### src/rtl/swm_pkg.sv
// Package for the sliding window maximum block.
// Holds default sizes, the configuration register width and the cell control struct.
// No dependencies; used by swm_cell and sliding_window_max.
package swm_pkg;

   localparam int WINDOW_MAX_DEF   = 64;
   localparam int SAMPLE_WIDTH_DEF = 32;
   localparam int CSR_WIDTH        = 7;

   // Per-cycle command broadcast to every cell of the deque.
   typedef struct packed {
      logic step;     // append the held sample and prune the tail
      logic shift;    // move every cell one place toward the head
      logic restart;  // treat all stored cells as empty
   } cell_ctrl_type;

endpackage

### src/rtl/swm_cell.sv
// One deque cell: a stored candidate value, its age and a valid bit.
// Depends on swm_pkg for the control struct; instantiated in a row by sliding_window_max.
module swm_cell #(
   parameter int SAMPLE_WIDTH = 32,
   parameter int AGE_W        = 7
) (
   input  logic                        clock,
   input  logic                        reset,
   input  swm_pkg::cell_ctrl_type      ctrl,
   input  logic [SAMPLE_WIDTH-1:0]     sample,
   input  logic [AGE_W-1:0]            age_limit,
   input  logic                        left_keep,
   input  logic [SAMPLE_WIDTH-1:0]     nb_value,
   input  logic [AGE_W-1:0]            nb_age,
   input  logic                        nb_valid,
   output logic [SAMPLE_WIDTH-1:0]     value,
   output logic [AGE_W-1:0]            age,
   output logic                        valid,
   output logic                        keep,
   output logic                        drop
);
   import swm_pkg::*;

   logic [SAMPLE_WIDTH-1:0] value_ff, value_in;
   logic [AGE_W-1:0]        age_ff, age_in;
   logic                    valid_ff, valid_in;
   logic [SAMPLE_WIDTH-1:0] src_value;
   logic [AGE_W-1:0]        src_age;
   logic                    src_valid;

   // Source seen by this cell: its own contents, or its neighbor's when the head leaves.
   assign src_value = ctrl.shift ? nb_value : value_ff;
   assign src_age   = ctrl.shift ? nb_age : age_ff;
   assign src_valid = (ctrl.shift ? nb_valid : valid_ff) && !ctrl.restart;

   assign keep = src_valid && ($signed(src_value) > $signed(sample));
   assign drop = valid_ff && !ctrl.restart && (age_ff >= age_limit);

   always_comb begin
      value_in = value_ff;
      age_in   = age_ff;
      valid_in = valid_ff;
      if (ctrl.step) begin
         if (keep) begin
            value_in = src_value;
            age_in   = src_age + 1'b1;
            valid_in = 1'b1;
         end else if (left_keep) begin
            // first free place behind the surviving candidates
            value_in = sample;
            age_in   = '0;
            valid_in = 1'b1;
         end else begin
            valid_in = 1'b0;
         end
      end else if (ctrl.shift) begin
         value_in = nb_value;
         age_in   = nb_age;
         valid_in = nb_valid;
      end
   end

   always_ff @(posedge clock) begin
      value_ff <= value_in;
      age_ff   <= age_in;
      if (reset) begin
         valid_ff <= 1'b0;
      end else begin
         valid_ff <= valid_in;
      end
   end

   assign value = value_ff;
   assign age   = age_ff;
   assign valid = valid_ff;

endmodule

### config.mk
export PLATFORM = sky130hd
export DESIGN_NAME = swm_cell
export DESIGN_NICKNAME = d
export VERILOG_FILES = /design/src/rtl/swm_pkg.sv /design/src/rtl/swm_cell.sv
export SDC_FILE = /design/constraint.sdc
export NUM_CORES = 1
export LEC_CHECK = 0
export BUFFER_PORTS_ARGS = -buffer_cell sky130_fd_sc_hd__buf_2
export CAP_MARGIN = 0
export CORE_ASPECT_RATIO = 0.8
export CORE_MARGIN = 2
export CORE_UTILIZATION = 54
export CTS_BUF_LIST = sky130_fd_sc_hd__clkbuf_2 sky130_fd_sc_hd__clkbuf_4 sky130_fd_sc_hd__clkbuf_8
export CTS_CLUSTER_DIAMETER = 50
export DETAILED_ROUTE_END_ITERATION = 7
export GPL_ROUTABILITY_DRIVEN = 0
export PLACE_DENSITY_LB_ADDON = 0.2
export SETUP_SLACK_MARGIN = 0.1
export SYNTH_ARGS = -nofsm -noshare
export SYNTH_HDL_FRONTEND = slang
export SYNTH_SLANG_ARGS = --single-unit
### constraint.sdc
create_clock -name clock -period 16.45 [get_ports clock]
set_input_delay 3.29 -clock clock [delete_from_list [all_inputs] [get_ports clock]]
set_output_delay 3.29 -clock clock [all_outputs]
set_load 0.01 [all_outputs]
==> results.ini, run 1 <==
[floorplanning]
fp.dieW_um = 93.5
die_h_um = 75.6
pin_count = 127
rows = 26
start_util_pct = 55.1
die_area_sq_um = 7060
core_sq_um = 6280

[sta]
clock_skew_ns = 0.00539
fmax_mhz = 103
setup_viol = 0
hold_viol = 0
slew_viol_final = 0
rsz0062_at_grt = no
worstMarginPinSlew_ns = 0.978
fin_ws_ns = 6.73
max_slew_margin_pct = 34.8
min_period_ns = 9.72
finalCritPeriodShare_pct = 59.1
setup_tns_ns = 0
hold_ws_ns = 0.729

[flow_run]
max_cap_viol_count = 0

[clock_network]
cts_sinks = 40
htreeDepth = 2
clock_path_buffers = 2
cts_hold_buffers = 0
path_clk_slew_ns = 0.08
postCtsSetupRepairBufs = 0
ctsResizeCount = 0
clk-insertion-delay-late_ns = 0.29
cts_tree = built
root_buffer = clkbuf_8
cts_buffers = 5

[worst_setup_path]
cpMostUsedCell = buf_2
critPathTopFamily = simple AND/OR/NAND/NOR gates
worstPathCellList = buf_2 > buf_4 > mux2_2 > ha_1 > and4_4 > nand2_4 > or4b_4 > o211ai_2 > a21oi_1 > xnor2_1 > nor2b_1 > buf_2
crit_slowest_cell = or4b_4
cp_slowest_stage_delay_ns = 0.54
r2r-start = value[31]
arrival_ns = 6.43
setup.worst_path.end_class = output pin
crit_required_ns = 13.16
r2r_slack_ns = 12.16
cp-start-kind = input pin
worstRegToRegCells = 9
critPathBufInv = 3
reg2reg_to = value[6]
worstPathMaxFanout = 40
path_class = input pin to output pin

[synthesis]
synth_edf_count = 39
yosys.area.top_type = edfxtp_1
synth_top_area_share_pct = 33.9
synth_seq_cells = 40
synthTopCellsByArea = edfxtp_1 34%, ha_1 14%, mux2_4 12%, mux2_2 11%, inv_1 4.6%
postSynthAreaPerCell_sq_um = 11.7
yosysMostFrequentCell = inv_1
synthTopCellsByCount = 42 x inv_1, 40 x ha_1, 39 x edfxtp_1, 35 x mux2_2, 27 x mux2_4
synth_fp_nets = 421
ys_warn_count = 0
yosysSeqAreaShare_pct = 34.5
synthCells = 296
ys_async_sr_fraction_pct = 0
synth-main-ff-cell = edfxtp_1
synth_cell_types = 42
syn-cell-area_sq_um = 3460

[finish]
fin_util_pct = 67.0
finalNonFillerCells = 505
fin_nets = 546
area_delta_synth_final_pct = 21.6
diodes = 0
drive_gt1_share_pct = 48.7

[power_and_ir_drop]
power_frac_clock_pct = 17.5
p_seq_share_pct = 39.6
powerDensity_nw_per_um2 = 89.6
p_switching_uw = 126
p_leak_nw = 2.13
vdd_drop_max_mv = 0.0698
p_sw_share_pct = 33.4
combPwrFrac_pct = 42.9
intPower_uw = 251

[drt]
drt-initial-drc-count = 56
drtAntennaViolNets = 0
drc_errors = 0
wl_um = 7390
via_per_inst = 5.25
drt-wirelength-per-cell_um = 14.6
dr.pass1.iters = 4
vias = 2652

[place]
pre_cts_ws_ns = 6.71
place_inst = 498
dpl.hpwl_um = 5710
port_buffers = 126

[hold_path]
hp-start = value[26]
hold-path-endpoint = value[26]
holdPathStages = 2
hold_path.class = register to register

[grt]
grt_pass1_vias = 2505
groute.usage.overall_pct = 20.5
grt.overflow.total = 0
grt_pass1_wl_um = 11200
grt_antenna_before_repair = 0
grt_max_degree = 41

[status]
status = finished, final reports clean

per-stage QoR:
stage,area [sq um],power [mW]
2_1_floorplan,3460,0.268
3_3_place_gp,4120,0.309
3_5_place_dp,4120,0.314
4_1_cts,4200,0.379
5_1_grt,4200,0.401
6_report,4200,0.377
registers in the layout (all words and copies together) (netlist names):
| name | cells |
|---|---|
| age | 7 |
| value | 32 |
| valid | 1 |
cell families after synthesis:
kind of cell    after synthesis  synth area share (%)
compound gates               42                  8.83
xor+xnor                      3                 0.760
fa+ha+maj                    40                  14.5
buf+inv                      51                  6.80
flops                        40                  34.5
mux                          72                  26.0
simple gates                 48                  8.65
worst register-to-register path, cell delays in order (launching register included):
cell	delay, ns
edfxtp_1	0.39
mux2_2	0.28
ha_1	0.35
and4_4	0.24
nand2_4	0.09
nor4_4	0.07
a211oi_1	0.77
o2bb2ai_4	0.16
nor2_8	0.65
or2_2	0.90
final cells by class:
class	count	area, sq um
Clock inverter	1	5.00
Inverter	42	158
Clock buffer	6	76.3
Fill cell	502	2070
Sequential cell	40	1190
Tap cell	84	105
Timing Repair Buffer	127	638
Multi-Input combinational cell	205	2030
power by group through the flow:
stage               Combinational, mW  Sequential [mW]  Clock (mW)
floorplan                       0.107            0.161           0
global placement                0.158            0.151           0
detailed placement              0.162            0.152           0
CTS                             0.163            0.150      0.0665
global route                    0.179            0.152      0.0699
finish                          0.162            0.149      0.0658
routing by layer:
| layer | up-vias | global-route usage (%) | part of all wire, % |
|---|---|---|---|
| met5 | - | 0 | 0 |
| met1 | 1211 | 25.6 | 45 |
| li1 | 1346 | - | - |
| met4 | 0 | 6.37 | 1.2 |
| met2 | 87 | 35.8 | 47 |
| met3 | 8 | 4.75 | 7.2 |
worst max-delay path by stage:
stage	from	end	slack, ns	cells after the start
after floorplan	ctrl[1]	keep	6.63	12
after global placement	ctrl[1]	keep	6.76	12
after detailed placement	ctrl[1]	keep	6.71	12
after CTS	ctrl[1]	keep	6.69	12
after global routing	ctrl[1]	keep	6.47	12
final	ctrl[1]	keep	6.73	12
layout by cell type, fill, tap and decap left out, types with 3 or more instances in the layout:
cell type | synthesis | routed
o22ai_1 | 5 | 5
nand3_1 | 8 | 8
inv_1 | 42 | 42
buf_2 | 0 | 126
ha_1 | 40 | 40
o21a_1 | 3 | 3
clkbuf_8 | 0 | 5
nand2_1 | 9 | 9
a21o_1 | 5 | 5
nand4_1 | 6 | 6
o21ai_0 | 5 | 5
nor3_1 | 4 | 4
nor2_1 | 6 | 6
edfxtp_1 | 39 | 39
mux2_2 | 35 | 35
a21oi_1 | 14 | 14
mux2i_1 | 10 | 10
mux2_4 | 27 | 27
Note: power is estimated with default switching activity, not from simulation.
==> inputs of run 2 (changes only) <==
CORE_UTILIZATION = 52   (was 54)
clock period = 9.9 ns   (was 16.45 ns; I/O delays follow)
==> results.ini, run 2 (synthesis gave the netlist of run 1 again) <==
[status]
status = finished, final reports clean  ; unchanged

[drt]
drtAntennaViolNets = 0  ; unchanged
wl_um = 7710  ; was 7390 um
drt-initial-drc-count = 82  ; was 56
vias = 2704  ; was 2652
via_per_inst = 5.34  ; was 5.25
dr.pass1.iters = 4  ; unchanged
drt-wirelength-per-cell_um = 15.2  ; was 14.6 um
drc_errors = 0  ; unchanged

[floorplanning]
start_util_pct = 53.9  ; was 55.1%
die_area_sq_um = 7320  ; was 7060 sq um
rows = 26  ; unchanged
die_h_um = 76.9  ; was 75.6 um
fp.dieW_um = 95.2  ; was 93.5 um
core_sq_um = 6410  ; was 6280 sq um
pin_count = 127  ; unchanged

[finish]
diodes = 0  ; unchanged
fin_util_pct = 66.0  ; was 67.0%
drive_gt1_share_pct = 48.8  ; was 48.7%
area_delta_synth_final_pct = 22.3  ; was 21.6%
fin_nets = 546  ; unchanged
largest_reg_flops = 32  ; unchanged
final_cell_mix = 126 x buf_2, 42 x inv_1, 40 x ha_1  ; unchanged
finalNonFillerCells = 506  ; was 505
fill_cells = 544  ; was 502
final_common_cell = buf_2  ; unchanged

[sta]
hold_viol = 0  ; unchanged
min_period_ns = 7.16
rsz0062_at_grt = no  ; unchanged
finalCritPeriodShare_pct = 72.3
clock_skew_ns = 0.00532  ; was 0.00539 ns
worstMarginPinSlew_ns = 0.978  ; about the same
max_slew_margin_pct = 34.8  ; about the same
setup_tns_ns = 0  ; unchanged
fin_ws_ns = 2.74  ; was 6.73 ns
fmax_mhz = 140
slew_viol_final = 0  ; unchanged
setup_viol = 0  ; unchanged

[worst_setup_path]
worstPathCellList = buf_2 > buf_4 > mux2_2 > ha_1 > nor2b_1 > o211ai_1 > a2111o_1 > o211ai_1 > a21oi_1 > xnor2_1 > nor2b_1 > buf_2  ; was buf_2 > buf_4 > mux2_2 > ha_1 > and4_4 > nand2_4 > or4b_4 > o211ai_2 > a21oi_1 > xnor2_1 > nor2b_1 > buf_2
crit_slowest_cell = buf_2  ; was or4b_4
critPathTopFamily = buffers and inverters  ; was simple AND/OR/NAND/NOR gates
path_class = input pin to output pin  ; unchanged
cp-start-kind = input pin  ; unchanged
critPathBufInv = 3  ; unchanged
arrival_ns = 5.18  ; was 6.43 ns
setup.worst_path.end_class = output pin  ; unchanged
worstPathMaxFanout = 27  ; was 40
crit_required_ns = 7.92  ; was 13.16 ns
cp_slowest_stage_delay_ns = 0.50  ; was 0.54 ns

[clock_network]
cts_hold_buffers = 0  ; unchanged
ctsResizeCount = 0  ; unchanged
clock_path_buffers = 2  ; unchanged
cts_tree = built  ; unchanged
path_clk_slew_ns = 0.08  ; about the same
clk-insertion-delay-late_ns = 0.29  ; about the same
cts_buffers = 5  ; unchanged
postCtsSetupRepairBufs = 0  ; unchanged
root_buffer = clkbuf_8  ; unchanged
cts_sinks = 40  ; unchanged
htreeDepth = 2  ; unchanged

[place]
dpl.hpwl_um = 5990  ; was 5710 um
port_buffers = 126  ; unchanged
place_inst = 498  ; unchanged
pre_cts_ws_ns = 2.73  ; was 6.71 ns

[grt]
grt_pass1_wl_um = 12500  ; was 11200 um
grt_antenna_before_repair = 0  ; unchanged
grt.overflow.total = 0  ; unchanged
groute.usage.overall_pct = 21.8  ; was 20.5%
grt_pass1_vias = 2752  ; was 2505
grt_max_degree = 40  ; was 41

[flow_run]
max_cap_viol_count = 0  ; unchanged

[power_and_ir_drop]
vdd_drop_max_mv = 0.0764  ; was 0.0698 mV
powerDensity_nw_per_um2 = 153  ; was 89.6 nW/um^2
p_leak_nw = 2.15  ; was 2.13 nW

[hold_path]
hold_path.class = register to register  ; unchanged

-- run 2: cell count changes in the layout (fill, tap and decap cells not counted), sizes merged --
cell,change
clkbuf,+2
clkinv,-1
-- run 2: per-layer routing --
layer	wire length (um)	GRT usage, %	share of wire, %	vias to the layer above
met4	97	6.23	1.3	0
met5	0	0	0	-
li1	-	-	-	1345
met2	3670	37.3	48	100
met1	3360	28.0	44	1250
met3	575	3.93	7.5	9
-- run 2: path summary, 6_finish.rpt --
kind	cells past startpoint	start	end	slack (ns)
worst max-delay path	12	ctrl[1]	keep	2.74
worst max register to register	9	value[31]	value[12]	5.55
worst min register to register	2	value[0]	value[0]	0.72
worst min-delay path	2	value[0]	value[0]	0.72
-- run 2: report_power, final --
group          leakage [nW]  internal [mW]  total, mW  switching, mW
Combinational          1.68          0.135      0.271          0.136
Clock                0.0549         0.0664      0.125         0.0582
Sequential            0.409          0.231      0.249         0.0178
-- run 2: metrics by stage --
stage	power (mW)	cell area, sq um	hold slack [ns]
2_1_floorplan	0.445	3460	0.695
3_3_place_gp	0.515	4120	0.705
3_5_place_dp	0.524	4120	0.716
4_1_cts	0.651	4230	0.731
5_1_grt	0.688	4230	0.746
6_report	0.645	4230	0.723
-- run 2: worst reg2reg max path, stage by stage (launching register included) --
cell       delay [ns]
edfxtp_1         0.40
mux2_2           0.29
ha_1             0.36
and4_4           0.24
nand2_4          0.09
nor4_4           0.06
a211oi_1         0.77
o2bb2ai_4        0.17
nor2_8           0.67
or2_2            0.90
-- run 2: area by class of cell --
cell class	instances	area (sq um)	area share, %
inverters	42	158	3.73
multi-input cells	205	2030	48.0
repair buffers	127	638	15.1
flip-flops and latches	40	1190	28.2
clock buffers	8	104	2.46
well taps	84	105	2.49
==> inputs of run 3 (changes only) <==
ABC_AREA = 1   (was unset)
CORE_UTILIZATION = 47   (was 52)
clock period = 6 ns   (was 9.9 ns; I/O delays follow)
==> results.ini, run 3 <==
[place]
port_buffers = 126  ; unchanged
dpl.hpwl_um = 6380  ; was 5990 um

[worst_setup_path]
worstSetupPathDepth = 15  ; was 12
r2r_slack_ns = 2.71  ; was 5.55 ns
worstPathMaxFanout = 38  ; was 27
critPathTopFamily = buffers and inverters  ; unchanged
arrival_ns = 3.22  ; was 5.18 ns
crit_required_ns = 4.80  ; was 7.92 ns
worstPathCellList = buf_2 > inv_1 > buf_4 > nand2_1 > nand2_1 > ha_1 > a21oi_1 > o21a_1 > nand2_1 > a21oi_1 > nand2_1 > nand2_1 > nand3_2 > inv_1 > buf_2  ; was buf_2 > buf_4 > mux2_2 > ha_1 > nor2b_1 > o211ai_1 > a2111o_1 > o211ai_1 > a21oi_1 > xnor2_1 > nor2b_1 > buf_2
path_class = input pin to output pin  ; unchanged
cpMostUsedCell = nand2_1
worstRegToRegCells = 14  ; was 9
crit_slowest_cell = buf_4  ; was buf_2
critPathBufInv = 5  ; was 3
cp-start-kind = input pin  ; unchanged
cp_slowest_stage_delay_ns = 0.37  ; was 0.50 ns
setup.worst_path.end_class = output pin  ; unchanged

[synthesis]
synth_edf_count = 39  ; unchanged
synth_top_family_by_area = simple AND/OR/NAND/NOR gates  ; was multiplexers
ys_warn_count = 0  ; unchanged
ys_async_sr_fraction_pct = 0  ; unchanged
synthMuxAreaShare_pct = 0.582  ; was 26.0%
synth_seq_cells = 40  ; unchanged
postSynthAreaPerCell_sq_um = 7.15  ; was 11.7 sq um
synth-main-ff-cell = edfxtp_1  ; unchanged
yosys.area_share.simple_pct = 33.4  ; was 8.65%
syn-cell-area_sq_um = 3440  ; was 3460 sq um
synthTopCellsByArea = edfxtp_1 34%, nand2_1 23%, ha_1 15%, inv_1 6.8%, nand3_1 5.4%  ; was edfxtp_1 34%, ha_1 14%, mux2_4 12%, mux2_2 11%, inv_1 4.6%
synth_fp_nets = 606  ; was 421
synth_top_area_share_pct = 34.1  ; was 33.9%
yosys.area.top_type = edfxtp_1  ; unchanged
synth_fa_ha_area_share_pct = 14.6  ; was 14.5%
synth_compound_area_share_pct = 6.00  ; was 8.83%
synth_cell_types = 30  ; was 42
synthCells = 481  ; was 296
synth_xor_area_share_pct = 0.764  ; was 0.760%
yosysMostFrequentCell = nand2_1  ; was inv_1
yosysSeqAreaShare_pct = 34.6  ; was 34.5%
synthTopCellsByCount = 210 x nand2_1, 62 x inv_1, 40 x ha_1, 39 x edfxtp_1, 37 x nand3_1  ; was 42 x inv_1, 40 x ha_1, 39 x edfxtp_1, 35 x mux2_2, 27 x mux2_4

[finish]
final_cell_mix = 210 x nand2_1, 126 x buf_2, 62 x inv_1  ; was 126 x buf_2, 42 x inv_1, 40 x ha_1
regArea_sq_um = 1190  ; unchanged
fin_util_pct = 59.8  ; was 66.0%
fin_nets = 723  ; was 546
largest_reg_flops = 32  ; unchanged
multi_input_area_sq_um = 1910  ; was 2030 sq um
final_common_cell = nand2_1  ; was buf_2
diodes = 0  ; unchanged
fill_cells = 671  ; was 544
drive_gt1_share_pct = 24.5  ; was 48.8%
area_delta_synth_final_pct = 21.6  ; was 22.3%

[power_and_ir_drop]
vdd_drop_max_mv = 0.136  ; was 0.0764 mV
power_uw = 857  ; was 645 uW
p_leak_nw = 2.49  ; was 2.15 nW
powerDensity_nw_per_um2 = 205  ; was 153 nW/um^2

[sta]
worstMarginPinSlew_ns = 0.858  ; was 0.978 ns
setup_tns_ns = 0  ; unchanged
setup_viol = 0  ; unchanged
slew_viol_final = 0  ; unchanged
clock_skew_ns = 0.00614  ; was 0.00532 ns
fmax_mhz = 226
max_slew_margin_pct = 42.8  ; was 34.8%
finalCritPeriodShare_pct = 73.7
min_period_ns = 4.42
rsz0062_at_grt = no  ; unchanged
hold_viol = 0  ; unchanged

[floorplanning]
die_h_um = 80.5  ; was 76.9 um
rows = 27  ; was 26
pin_count = 127  ; unchanged
core_sq_um = 6990  ; was 6410 sq um
start_util_pct = 49.2  ; was 53.9%
die_area_sq_um = 8020  ; was 7320 sq um
fp.dieW_um = 99.6  ; was 95.2 um

[drt]
via_per_inst = 4.96  ; was 5.34
drt-wirelength-per-cell_um = 12.7  ; was 15.2 um
drtAntennaViolNets = 0  ; unchanged
wl_um = 8720  ; was 7710 um
vias = 3405  ; was 2704
drt-initial-drc-count = 153  ; was 82
drc_errors = 0  ; unchanged
dr.pass1.iters = 5  ; was 4

[clock_network]
cts_hold_buffers = 0  ; unchanged
htreeDepth = 2  ; unchanged
cts_buffers = 5  ; unchanged
cts_sinks = 40  ; unchanged
postCtsSetupRepairBufs = 0  ; unchanged
cts_tree = built  ; unchanged
root_buffer = clkbuf_8  ; unchanged
clock_path_buffers = 2  ; unchanged
clk-insertion-delay-late_ns = 0.29  ; about the same
path_clk_slew_ns = 0.08  ; about the same
ctsResizeCount = 0  ; unchanged

[flow_run]
max_cap_viol_count = 0  ; unchanged

[hold_path]
hold_path.class = register to register  ; unchanged
holdPathStages = 4  ; was 2

[grt]
grt_antenna_before_repair = 0  ; unchanged
grt_max_degree = 43  ; was 40
grt_pass1_wl_um = 14300  ; was 12500 um
grt.overflow.total = 0  ; unchanged
grt_pass1_vias = 3205  ; was 2752
groute.usage.overall_pct = 22.1  ; was 21.8%

[status]
status = finished, final reports clean  ; unchanged

==> run 3: path summary, 6_finish.rpt <==
| path | endpoint | start |
|---|---|---|
| max | keep | ctrl[1] |
| min | value[6] | value[6] |
| max reg2reg | age[2] | value[31] |
| min reg2reg | value[6] | value[6] |
==> run 3: logic make-up (layout without fill, tap and decap cells) <==
| group | count (synthesis) | count (layout) |
|---|---|---|
| fa+ha+maj | 40 | 40 |
| mux | 2 | 2 |
| flops | 40 | 40 |
| xor+xnor | 3 | 3 |
| simple gates | 276 | 276 |
| buf+inv | 82 | 200 |
| compound gates | 38 | 38 |
==> run 3: layout make-up <==
type                    count  share of cell area [%]
clock buffers               5                    1.65
clock inverters             3                   0.329
inverters                  62                    5.57
multi-input cells         359                    45.6
flip-flops and latches     40                    28.5
well taps                  87                    2.60
repair buffers            130                    15.8
==> run 3: per-layer routing <==
layer / wire length, um / GRT usage (%) / part of all wire, % / vias up
met5: 0 / 0 / 0 / -
met4: 44 / 6.16 / 0.50 / 0
met3: 577 / 2.79 / 6.6 / 6
met2: 3930 / 36.8 / 45 / 134
met1: 4170 / 30.5 / 48 / 1488
li1: - / - / - / 1777
==> run 3: where the power goes <==
part | leakage [nW] | switching, mW | total (mW) | internal, mW
combinational | 2.02 | 0.181 | 0.302 | 0.122
clock | 0.0453 | 0.0971 | 0.176 | 0.0792
sequential | 0.422 | 0.0229 | 0.378 | 0.356
==> run 3: stage by stage <==
stage | area, sq um | cells | hold WS [ns] | setup WS, ns
3_3_place_gp | 4100 | 678 | 0.649 | 1.51
4_1_cts | 4180 | 686 | 0.671 | 1.55
5_1_grt | 4180 | 686 | 0.712 | 1.35
6_report | 4180 | 686 | 0.670 | 1.58
2_1_floorplan | 3440 | 481 | 0.695 | 1.54
3_5_place_dp | 4100 | 678 | 0.650 | 1.44
==> run 3: tightest hold or removal path: cells and delay by family (launching register included) <==
kind,cells,cell delay (ns)
simple gates,4,0.22
flops,1,0.35
